--- src/sv/tcrr_len_ram.sv ---
// Row length store: per-row index of the first zero cell, with a valid bit
// per row so that unwritten rows read as zero. Depends on nothing.
`default_nettype none

module tcrr_len_ram #(
  parameter int ENTRIES = 25,
  parameter int DW      = 7
) (
  input  wire logic                       clk_i,
  input  wire logic                       rst_ni,
  input  wire logic                       we_i,
  input  wire logic [$clog2(ENTRIES)-1:0] waddr_i,
  input  wire logic [DW-1:0]              wdata_i,
  input  wire logic                       re_i,
  input  wire logic [$clog2(ENTRIES)-1:0] raddr_i,
  output logic      [DW-1:0]              rdata_o
);

  logic [DW-1:0]      mem [ENTRIES];
  logic [ENTRIES-1:0] vld_q;
  logic [DW-1:0]      rdata_q;
  logic               rvld_q;

  always_ff @(posedge clk_i) begin
    if (we_i) begin
      mem[waddr_i] <= wdata_i;
    end
    if (re_i) begin
      rdata_q <= mem[raddr_i];
    end
  end

  always_ff @(posedge clk_i or negedge rst_ni) begin
    if (!rst_ni) begin
      vld_q  <= '0;
      rvld_q <= 1'b0;
    end else begin
      if (we_i) begin
        vld_q[waddr_i] <= 1'b1;
      end
      if (re_i) begin
        rvld_q <= vld_q[raddr_i];
      end
    end
  end

  // an unwritten row has no characters yet
  assign rdata_o = rvld_q ? rdata_q : '0;

endmodule

`default_nettype wire

--- config.mk ---
export PLATFORM = sky130hd
export DESIGN_NAME = tcrr_len_ram
export DESIGN_NICKNAME = d
export VERILOG_FILES = /design/src/sv/tcrr_len_ram.sv
export SDC_FILE = /design/constraint.sdc
export NUM_CORES = 1
export LEC_CHECK = 0
export ABC_CLOCK_PERIOD_IN_PS = 1600
export BUFFER_PORTS_ARGS = -buffer_cell sky130_fd_sc_hd__buf_2
export CAP_MARGIN = 40
export CORE_ASPECT_RATIO = 1.1
export CORE_UTILIZATION = 50
export DETAILED_ROUTE_END_ITERATION = 16
export PLACE_DENSITY = 0.68
export SYNTH_ARGS = -nofsm -noshare
export SYNTH_HDL_FRONTEND = slang
export SYNTH_SLANG_ARGS = --single-unit
--- constraint.sdc ---
create_clock -name clk_i -period 1.6 [get_ports clk_i]
set_input_delay 0.16 -clock clk_i [delete_from_list [all_inputs] [get_ports clk_i]]
set_output_delay 0.16 -clock clk_i [all_outputs]
set_load 0.1 [all_outputs]
==> results of run 1 <==
## synthesized netlist by cell type, types with 6 or more instances
cell,n,area share
edfxtp_1,182,0.66
buf_2,8,0.0049
a21oi_1,9,0.0055
dfrtp_1,26,0.079
nand3_1,20,0.012
mux2i_1,82,0.10
a22oi_1,32,0.029
and2_1,9,0.0068
nand3b_1,6,0.0055
or2_2,25,0.019
nand2_1,11,0.0050
buf_4,6,0.0055
nor2_1,29,0.013
clkbuf_1,6,0.0027
a32oi_1,8,0.0085
## worst max-delay path by stage
stage            endpoint  slack [ns]  depth (start not counted)
2_1_floorplan   mem[0][0]        0.09                          3
6_report       rdata_o[1]        0.05                          2
3_3_place_gp   rdata_q[4]       -0.09                          6
3_5_place_dp   rdata_q[4]       -0.14                          6
4_1_cts        rdata_o[1]        0.06                          2
5_1_grt        rdata_q[2]        0.02                          4
## cells by family after synthesis
group | synth area share
AO/OA/AOI/OAI | 0.0455
multiplexers | 0.122
buffers and inverters | 0.0171
flip-flops | 0.742
AND/OR/NAND/NOR | 0.0733
## metal layers
layer  global-route usage  vias to the layer above
met1                0.298                     2309
met4                0.112                        0
met3               0.0278                       46
met5                    0                        -
li1                     -                     2062
met2                0.348                      157
## final cells by class
class / instances / share of cell area
timing repair buffer: 84 / 0.0698
clock buffer: 29 / 0.0604
sequential: 208 / 0.631
multi-input combinational: 256 / 0.205
clock inverter: 8 / 0.00774
tap: 200 / 0.0258
## flip-flops by register name (all words and copies together), names as in the netlist
name     cells
mem        175
vld_q       25
rdata_q      7
rvld_q       1
## what timing repair did
item	CTS	global route
hold endpoints to repair	26	0
resized for setup	9	1
hold buffers	1	0
setup endpoints to repair	7	1
## metrics by stage
step           utilization  setup WS, ns  std cells
2_1_floorplan            -        0.0918        487
3_3_place_gp         0.565       -0.0868        747
3_5_place_dp         0.565        -0.139        747
4_1_cts              0.609        0.0567        785
5_1_grt              0.609        0.0197        785
6_report             0.609        0.0481        785
## where the power goes
part / switching (mW) / total [mW] / internal, mW / leakage (nW)
Sequential: 0.0967 / 6.22 / 6.12 / 1.94
Combinational: 0.610 / 1.02 / 0.414 / 1.30
Clock: 1.93 / 4.66 / 2.73 / 0.324
Total: 2.63 / 11.9 / 9.27 / 3.57
## worst max-delay path, cell delays in order, from the launching register on
cell,delay [ns]
dfrtp_2,0.43
and2_1,0.22
buf_6,0.25
==> metrics.txt, run 1 <==
status=complete, no violations; area occupied by multi-input gates=1990 um^2; Sequential Area=6120 um^2; most common cell after layout, fill and taps aside=edfxtp_1; vias per inst=5.83; DRC=0; worst min path class=primary input to flop; Post-synth top flop=edfxtp_1; Die Y=137 um; RR Startpoint=mem[1][1]; detailed placer's ending HPWL=12.1 mm; Hold Startpoint=re_i; Leakage Power=3.57 nW; gr ovfl total=0; core area=15900 um^2; Worst Reg-to-Reg Cells=4; Worst-path clk slew=0.06 ns; Ports=28; Req. time, crit path=1.44 ns; Worst setup SP type=flop; Post-Syn Area=8250 um^2; met1 WL=7.71 mm; CP Launch Point=rvld_q; maximum vdd ir drop=0.807 mV; CTS root buf=clkbuf_16; Die W=124 um; Worst Hold Depth=1; synth unique cells=30; fill cell count=1140; setup bufs post-CTS=0; crit path kind=flop to output pin; htree depth=1; Antenna Nets Post-Route=0; Final Hold Viols=0; final worst path period need=1.55 ns; commonest cells after routing, fill and taps aside=edfxtp_1 (182), mux2i_1 (82), buf_4 (56); Synth Net Count=508; FP Rows=48; Power Dens Cells=1230 nW/um^2; Starting Density=0.518; setup TNS=0 ns; reg2reg setup slack=0.06 ns; CP Capture Type=output pin; fin crit share=0.970; Port-buffer cells=27; worst hold margin=0.0570 ns; ys async rst share=0.125; achievable frequency=644 MHz; Yosys reg bits=208; Worst Hold End=rdata_q[4]; synthesis-to-layout area growth=17.6%; Die Area=17000 um^2; Final #Nets=592; 1st-iter DRT viols=367; total power draw=11.9 mW; Worst-Margin Slew=0.698 ns; vias=4574; Worst Clk Skew=0.0140 ns; number of diodes=0; final WL=18.0 mm; layout cells sized above 1=0.260; Syn Area/Cell=16.9 um^2; RSZ-0062 raised after global routing=false; post-synthesis sequential area ratio=0.742; placed inst area=9000 um^2; Post-synth EDFFs=182; fin. max-slew vios=0; Final setup viols=0; total CTS buffers=21; Slew Limit Headroom=0.535; metal3 WL=889 um; All-Layer GR Usage=0.218; first-pass detailed-route iteration total=5; initial antenna violation count=0; reg-to-reg endpoint=rdata_q[1]; CTS tree=yes; crit-path max FO=8; largest net degree at the start of global routing=27; vias in the first global route=4715; global-route wire length before repair=27.6 mm; GPL Wtd Cong=0.803; Max clock buf depth=3; Clock Latency Late Sink=0.49 ns; WL/cell=22.9 um; Worst EP arrival=1.39 ns; met2 WL=8.51 mm; uppermost routed layer=met4; clk sink count=208; max cap viols=0; Yosys warnings=0; Post-Synthesis Cells=487; Design Area, Final=9700 um^2
Note: power is estimated with default switching activity, not from simulation.
==> run 2, diff against run 1 <==
Settings changed: ABC_CLOCK_PERIOD_IN_PS 1600 to 1930.
Clock period 1.6 ns to 1.93 ns, I/O delays scaled along.
==> run 2 against run 1 <==
Against the previous run:
- sequential share of layout area is 1.6 points higher
- clock power is 23% lower
- global-route usage is 0.095 points higher
- via count is 1.4% lower
- clock-buffer cell count is 1 higher
- worst setup slack better by 0.11 ns
- clock skew is 0.0065 ns lower
- critical endpoint is now rdata_o[6]
==> metrics.txt, run 2 (synthesis results as in run 1) <==
Worst EP arrival=1.58 ns (was 1.39 ns); maximum vdd ir drop=0.758 mV (was 0.807 mV); GPL Wtd Cong=0.787 (was 0.803); Req. time, crit path=1.74 ns (was 1.44 ns); Port-buffer cells=27 (unchanged); Worst Clk Skew=0.00755 ns (was 0.0140 ns); fin crit share=0.917; Ports=28 (unchanged); RSZ-0062 raised after global routing=false (unchanged); met1 WL=7.80 mm (was 7.71 mm); CTS root buf=clkbuf_16 (unchanged); Worst-path clk slew=0.06 ns (about the same); CP Capture Type=output pin (unchanged); Final setup viols=0 (unchanged); global-route wire length before repair=27.5 mm (was 27.6 mm); Die Area=17000 um^2 (unchanged); Final Hold Viols=0 (unchanged); achievable frequency=565 MHz; All-Layer GR Usage=0.219 (was 0.218); total CTS buffers=21 (unchanged); vias per inst=5.90 (was 5.83); crit path kind=flop to output pin (unchanged); Hold Startpoint=re_i (unchanged); detailed placer's ending HPWL=11.6 mm (was 12.1 mm); setup bufs post-CTS=0 (unchanged); met2 WL=8.63 mm (was 8.51 mm); Final #Nets=571 (was 592); FP Rows=48 (unchanged); max cap viols=0 (unchanged); post-CTS sizing=0 (was 9); largest net degree at the start of global routing=27 (unchanged); first-pass detailed-route iteration total=5 (unchanged); vias=4508 (was 4574); Worst Hold Depth=1 (unchanged); flip-flop count of the largest register after layout=175 (unchanged); worst hold margin=0.120 ns (was 0.0570 ns); Die W=124 um (unchanged); status=complete, no violations (unchanged); synthesis-to-layout area growth=14.6% (was 17.6%); uppermost routed layer=met4 (unchanged); fill cell count=1184 (was 1140); Antenna Nets Post-Route=0 (unchanged); Slew Limit Headroom=0.543 (was 0.535); vias in the first global route=4693 (was 4715); Largest Register=mem (unchanged); Top Registers=mem x175, vld_q x25, rdata_q x7 (unchanged); Util after Layout=0.594 (was 0.609); Die Y=137 um (unchanged); final worst path period need=1.77 ns; crit-path max FO=8 (unchanged); gr ovfl total=0 (unchanged); Clock Latency Late Sink=0.49 ns (about the same); crit-path max cell delay=0.49 ns (was 0.43 ns); Power Dens Cells=1010 nW/um^2 (was 1230 nW/um^2); setup TNS=0 ns (unchanged); htree depth=1 (unchanged); final WL=17.8 mm (was 18.0 mm); clk sink count=208 (unchanged); CP delay by family, top=flip-flops (unchanged); CTS tree=yes (unchanged); DRC=0 (unchanged); initial antenna violation count=0 (unchanged); Worst setup SP type=flop (unchanged); Worst Hold End=rdata_q[5] (was rdata_q[4]); number of diodes=0 (unchanged); commonest cells after routing, fill and taps aside=edfxtp_1 (182), mux2i_1 (82), a22oi_1 (32) (was edfxtp_1 (182), mux2i_1 (82), buf_4 (56)); Max stage delay cell, worst path=dfrtp_1 (was dfrtp_2); most common cell after layout, fill and taps aside=edfxtp_1 (unchanged); reg2reg setup slack=0.35 ns (was 0.06 ns); core area=15900 um^2 (unchanged); cts hold-fix bufs=1 (unchanged); Leakage Power=3.42 nW (was 3.57 nW); Worst-Margin Slew=0.686 ns (was 0.698 ns); crit-path cells=and2_1, buf_2 (was and2_1, buf_6); 1st-iter DRT viols=399 (was 367); metal3 WL=963 um (was 889 um); reg-to-reg endpoint=rdata_q[2] (was rdata_q[1]); RR Startpoint=mem[4][2] (was mem[1][1]); Max clock buf depth=3 (unchanged); WL/cell=23.3 um (was 22.9 um); fin. max-slew vios=0 (unchanged); Worst Reg-to-Reg Cells=4 (unchanged); layout cells sized above 1=0.215 (was 0.260); WP buf/inv=1 (unchanged); Starting Density=0.518 (unchanged); worst min path class=primary input to flop (unchanged)
==> run 2: stage by stage <==
stage	setup WS [ns]	area (um^2)	power, mW	instances
final	0.160	9450	9.52	764
after global routing	0.121	9450	9.84	764
after CTS	0.158	9450	9.60	764
after detailed placement	0.114	8840	6.04	726
after global placement	0.122	8840	6.00	726
after floorplan	0.389	8250	5.75	487
==> run 2: worst max path at each step <==
stage	from	endpoint	slack, ns	cells past startpoint
finish	rvld_q	rdata_o[6]	0.16	2
global route	rvld_q	rdata_o[6]	0.12	2
CTS	rvld_q	rdata_o[6]	0.16	2
detailed placement	raddr_i[1]	rdata_q[1]	0.11	5
global placement	raddr_i[1]	rdata_q[1]	0.12	5
floorplan	waddr_i[1]	mem[0][0]	0.39	3
==> run 2: cell type report <==
cell class | count | area, um^2 | share of cell area
clock inverters | 7 | 36.3 | 0.00384
repair buffers | 63 | 498 | 0.0527
well taps | 200 | 250 | 0.0265
flip-flops and latches | 208 | 6120 | 0.647
multi-input cells | 256 | 1990 | 0.210
clock buffers | 30 | 559 | 0.0592
==> run 2: per-layer routing <==
metal | global-route usage | vias to the layer above
li1 | - | 2030
met3 | 0.0395 | 28
met5 | 0 | -
met4 | 0.0750 | 0
met2 | 0.363 | 134
met1 | 0.294 | 2316
==> run 2: power by group <==
part / internal [mW] / total (mW) / switching [mW]
Combinational: 0.305 / 0.786 / 0.481
Sequential: 5.08 / 5.16 / 0.0816
Clock: 2.01 / 3.57 / 1.56
==> run 3, diff against run 2 <==
Settings changed: CTS_BUF_LIST set to sky130_fd_sc_hd__clkbuf_8.
==> run 3 against run 2 <==
Against the previous run:
- first-iteration DRC count is 6.8% higher
- critical path depth stayed put
- final cell count is 3.1% higher
- sequential cell count stayed put
- largest power group unchanged
- critical endpoint unchanged
- highest routed layer unchanged
- core utilization is 0.53 points higher
==> metrics.txt, run 3 (synthesis results as in run 1) <==
status=complete, no violations (unchanged); core area=15900 um^2 (unchanged); Final #Nets=584 (was 571); CTS root buf=clkbuf_8 (was clkbuf_16); RR Startpoint=mem[4][2] (unchanged); Die Y=137 um (unchanged); Die Area=17000 um^2 (unchanged); Antenna Nets Post-Route=0 (unchanged); Place WS=0.114 ns (unchanged); Max clock buf depth=3 (unchanged); fin crit share=0.908 (was 0.917); Post-Layout Cell Count=788 (was 764); Final setup viols=0 (unchanged); DRC=0 (unchanged); RSZ-0062 raised after global routing=false (unchanged); final WL=18.0 mm (was 17.8 mm); cts hold-fix bufs=1 (unchanged); layout cells sized above 1=0.241 (was 0.215); achievable frequency=571 MHz (was 565 MHz); GPL Wtd Cong=0.787 (unchanged); max cap viols=0 (unchanged); CTS tree=yes (unchanged); largest net degree at the start of global routing=27 (unchanged); crit path kind=flop to output pin (unchanged); Worst-path clk slew=0.06 ns (about the same); Ports=28 (unchanged); 1st-iter DRT viols=426 (was 399); Worst setup SP type=flop (unchanged); final worst slack=0.178 ns (was 0.160 ns); Worst Hold End=rdata_q[6] (was rdata_q[5]); Largest Register=mem (unchanged); crit-path max FO=8 (unchanged); maximum vdd ir drop=0.598 mV (was 0.758 mV); reg2reg setup slack=0.35 ns (about the same); Hold Startpoint=re_i (unchanged); FP Rows=48 (unchanged); WL/cell=22.8 um (was 23.3 um); Die W=124 um (unchanged); worst min path class=primary input to flop (unchanged); vias=4590 (was 4508); vias in the first global route=4834 (was 4693); total CTS buffers=34 (was 21); Worst Clk Skew=0.0136 ns (was 0.00755 ns); number of diodes=0 (unchanged); gr ovfl total=0 (unchanged); commonest cells after routing, fill and taps aside=edfxtp_1 (182), mux2i_1 (82), clkbuf_8 (42) (was edfxtp_1 (182), mux2i_1 (82), a22oi_1 (32)); detailed placer's ending HPWL=11.6 mm (unchanged); Starting Density=0.518 (unchanged); Util after Layout=0.599 (was 0.594); htree depth=2 (was 1); initial antenna violation count=0 (unchanged); setup bufs post-CTS=0 (unchanged); flip-flop count of the largest register after layout=175 (unchanged); setup TNS=0 ns (unchanged); post-CTS sizing=0 (unchanged); first-pass detailed-route iteration total=5 (unchanged); global-route wire length before repair=27.7 mm (was 27.5 mm); reg-to-reg endpoint=rdata_q[2] (unchanged); CP Capture Type=output pin (unchanged); Worst-Margin Slew=0.700 ns (was 0.686 ns); fill cell count=1184 (unchanged); Power Dens Cells=1020 nW/um^2 (was 1010 nW/um^2); fin. max-slew vios=0 (unchanged); Slew Limit Headroom=0.533 (was 0.543); Worst Hold Depth=1 (unchanged); Clock Latency Late Sink=0.51 ns (was 0.49 ns); Req. time, crit path=1.74 ns (about the same); Worst EP arrival=1.56 ns (was 1.58 ns); Top Registers=mem x175, vld_q x25, rdata_q x7 (unchanged); final worst path period need=1.75 ns (was 1.77 ns); clk sink count=208 (unchanged); Final Hold Viols=0 (unchanged); Leakage Power=3.53 nW (was 3.42 nW); worst hold margin=0.0919 ns (was 0.120 ns); Port-buffer cells=27 (unchanged); Cells after DPL=726 (unchanged); vias per inst=5.82 (was 5.90); synthesis-to-layout area growth=15.6% (was 14.6%); most common cell after layout, fill and taps aside=edfxtp_1 (unchanged); All-Layer GR Usage=0.222 (was 0.219); Worst Reg-to-Reg Cells=4 (unchanged)
-- run 3: changes by cell type in the layout (fill, tap and decap cells not counted), sizes merged --
cell,previous run,this run
clkbuf,30,42
inv,0,13
clkinv,6,4
bufinv,0,1
-- run 3: stage by stage --
stage	cell area, um^2	total power, mW
floorplan	8250	5.75
global placement	8840	6.00
detailed placement	8840	6.04
CTS	9530	9.77
global route	9530	10.0
finish	9530	9.70
-- run 3: where the power goes --
group | total (mW) | switching [mW] | internal, mW
logic | 0.790 | 0.484 | 0.305
clock network | 3.75 | 1.65 | 2.09
registers | 5.16 | 0.0798 | 5.08
total | 9.70 | 2.22 | 7.48
-- run 3: worst max path at each step --
stage,start,cells after the start,slack [ns],to
after floorplan,waddr_i[1],3,0.39,mem[0][0]
after global placement,raddr_i[1],5,0.12,rdata_q[1]
after detailed placement,raddr_i[1],5,0.11,rdata_q[1]
after CTS,rvld_q,2,0.13,rdata_o[6]
after global routing,rvld_q,2,0.09,rdata_o[6]
final,rvld_q,2,0.18,rdata_o[6]
-- run 3: metal layers --
metal	vias up	routed length, um	track usage
met2	178	8790	0.368
li1	2056	-	-
met3	30	1200	0.0418
met4	0	356	0.0783
met5	-	0	0
met1	2326	7630	0.296
-- run 3: final cells by class --
cell class / count / area, um^2 / area share
clock buffer: 42 / 578 / 0.0606
clock inverter: 19 / 103 / 0.0108
multi-input combinational: 256 / 1990 / 0.209
sequential: 208 / 6120 / 0.642
tap: 200 / 250 / 0.0263
timing repair buffer: 63 / 498 / 0.0522
-- run 3: critical path: stages, from the launching register on --
cell	delay (ns)
dfrtp_1	0.47
and2_1	0.17
buf_2	0.42
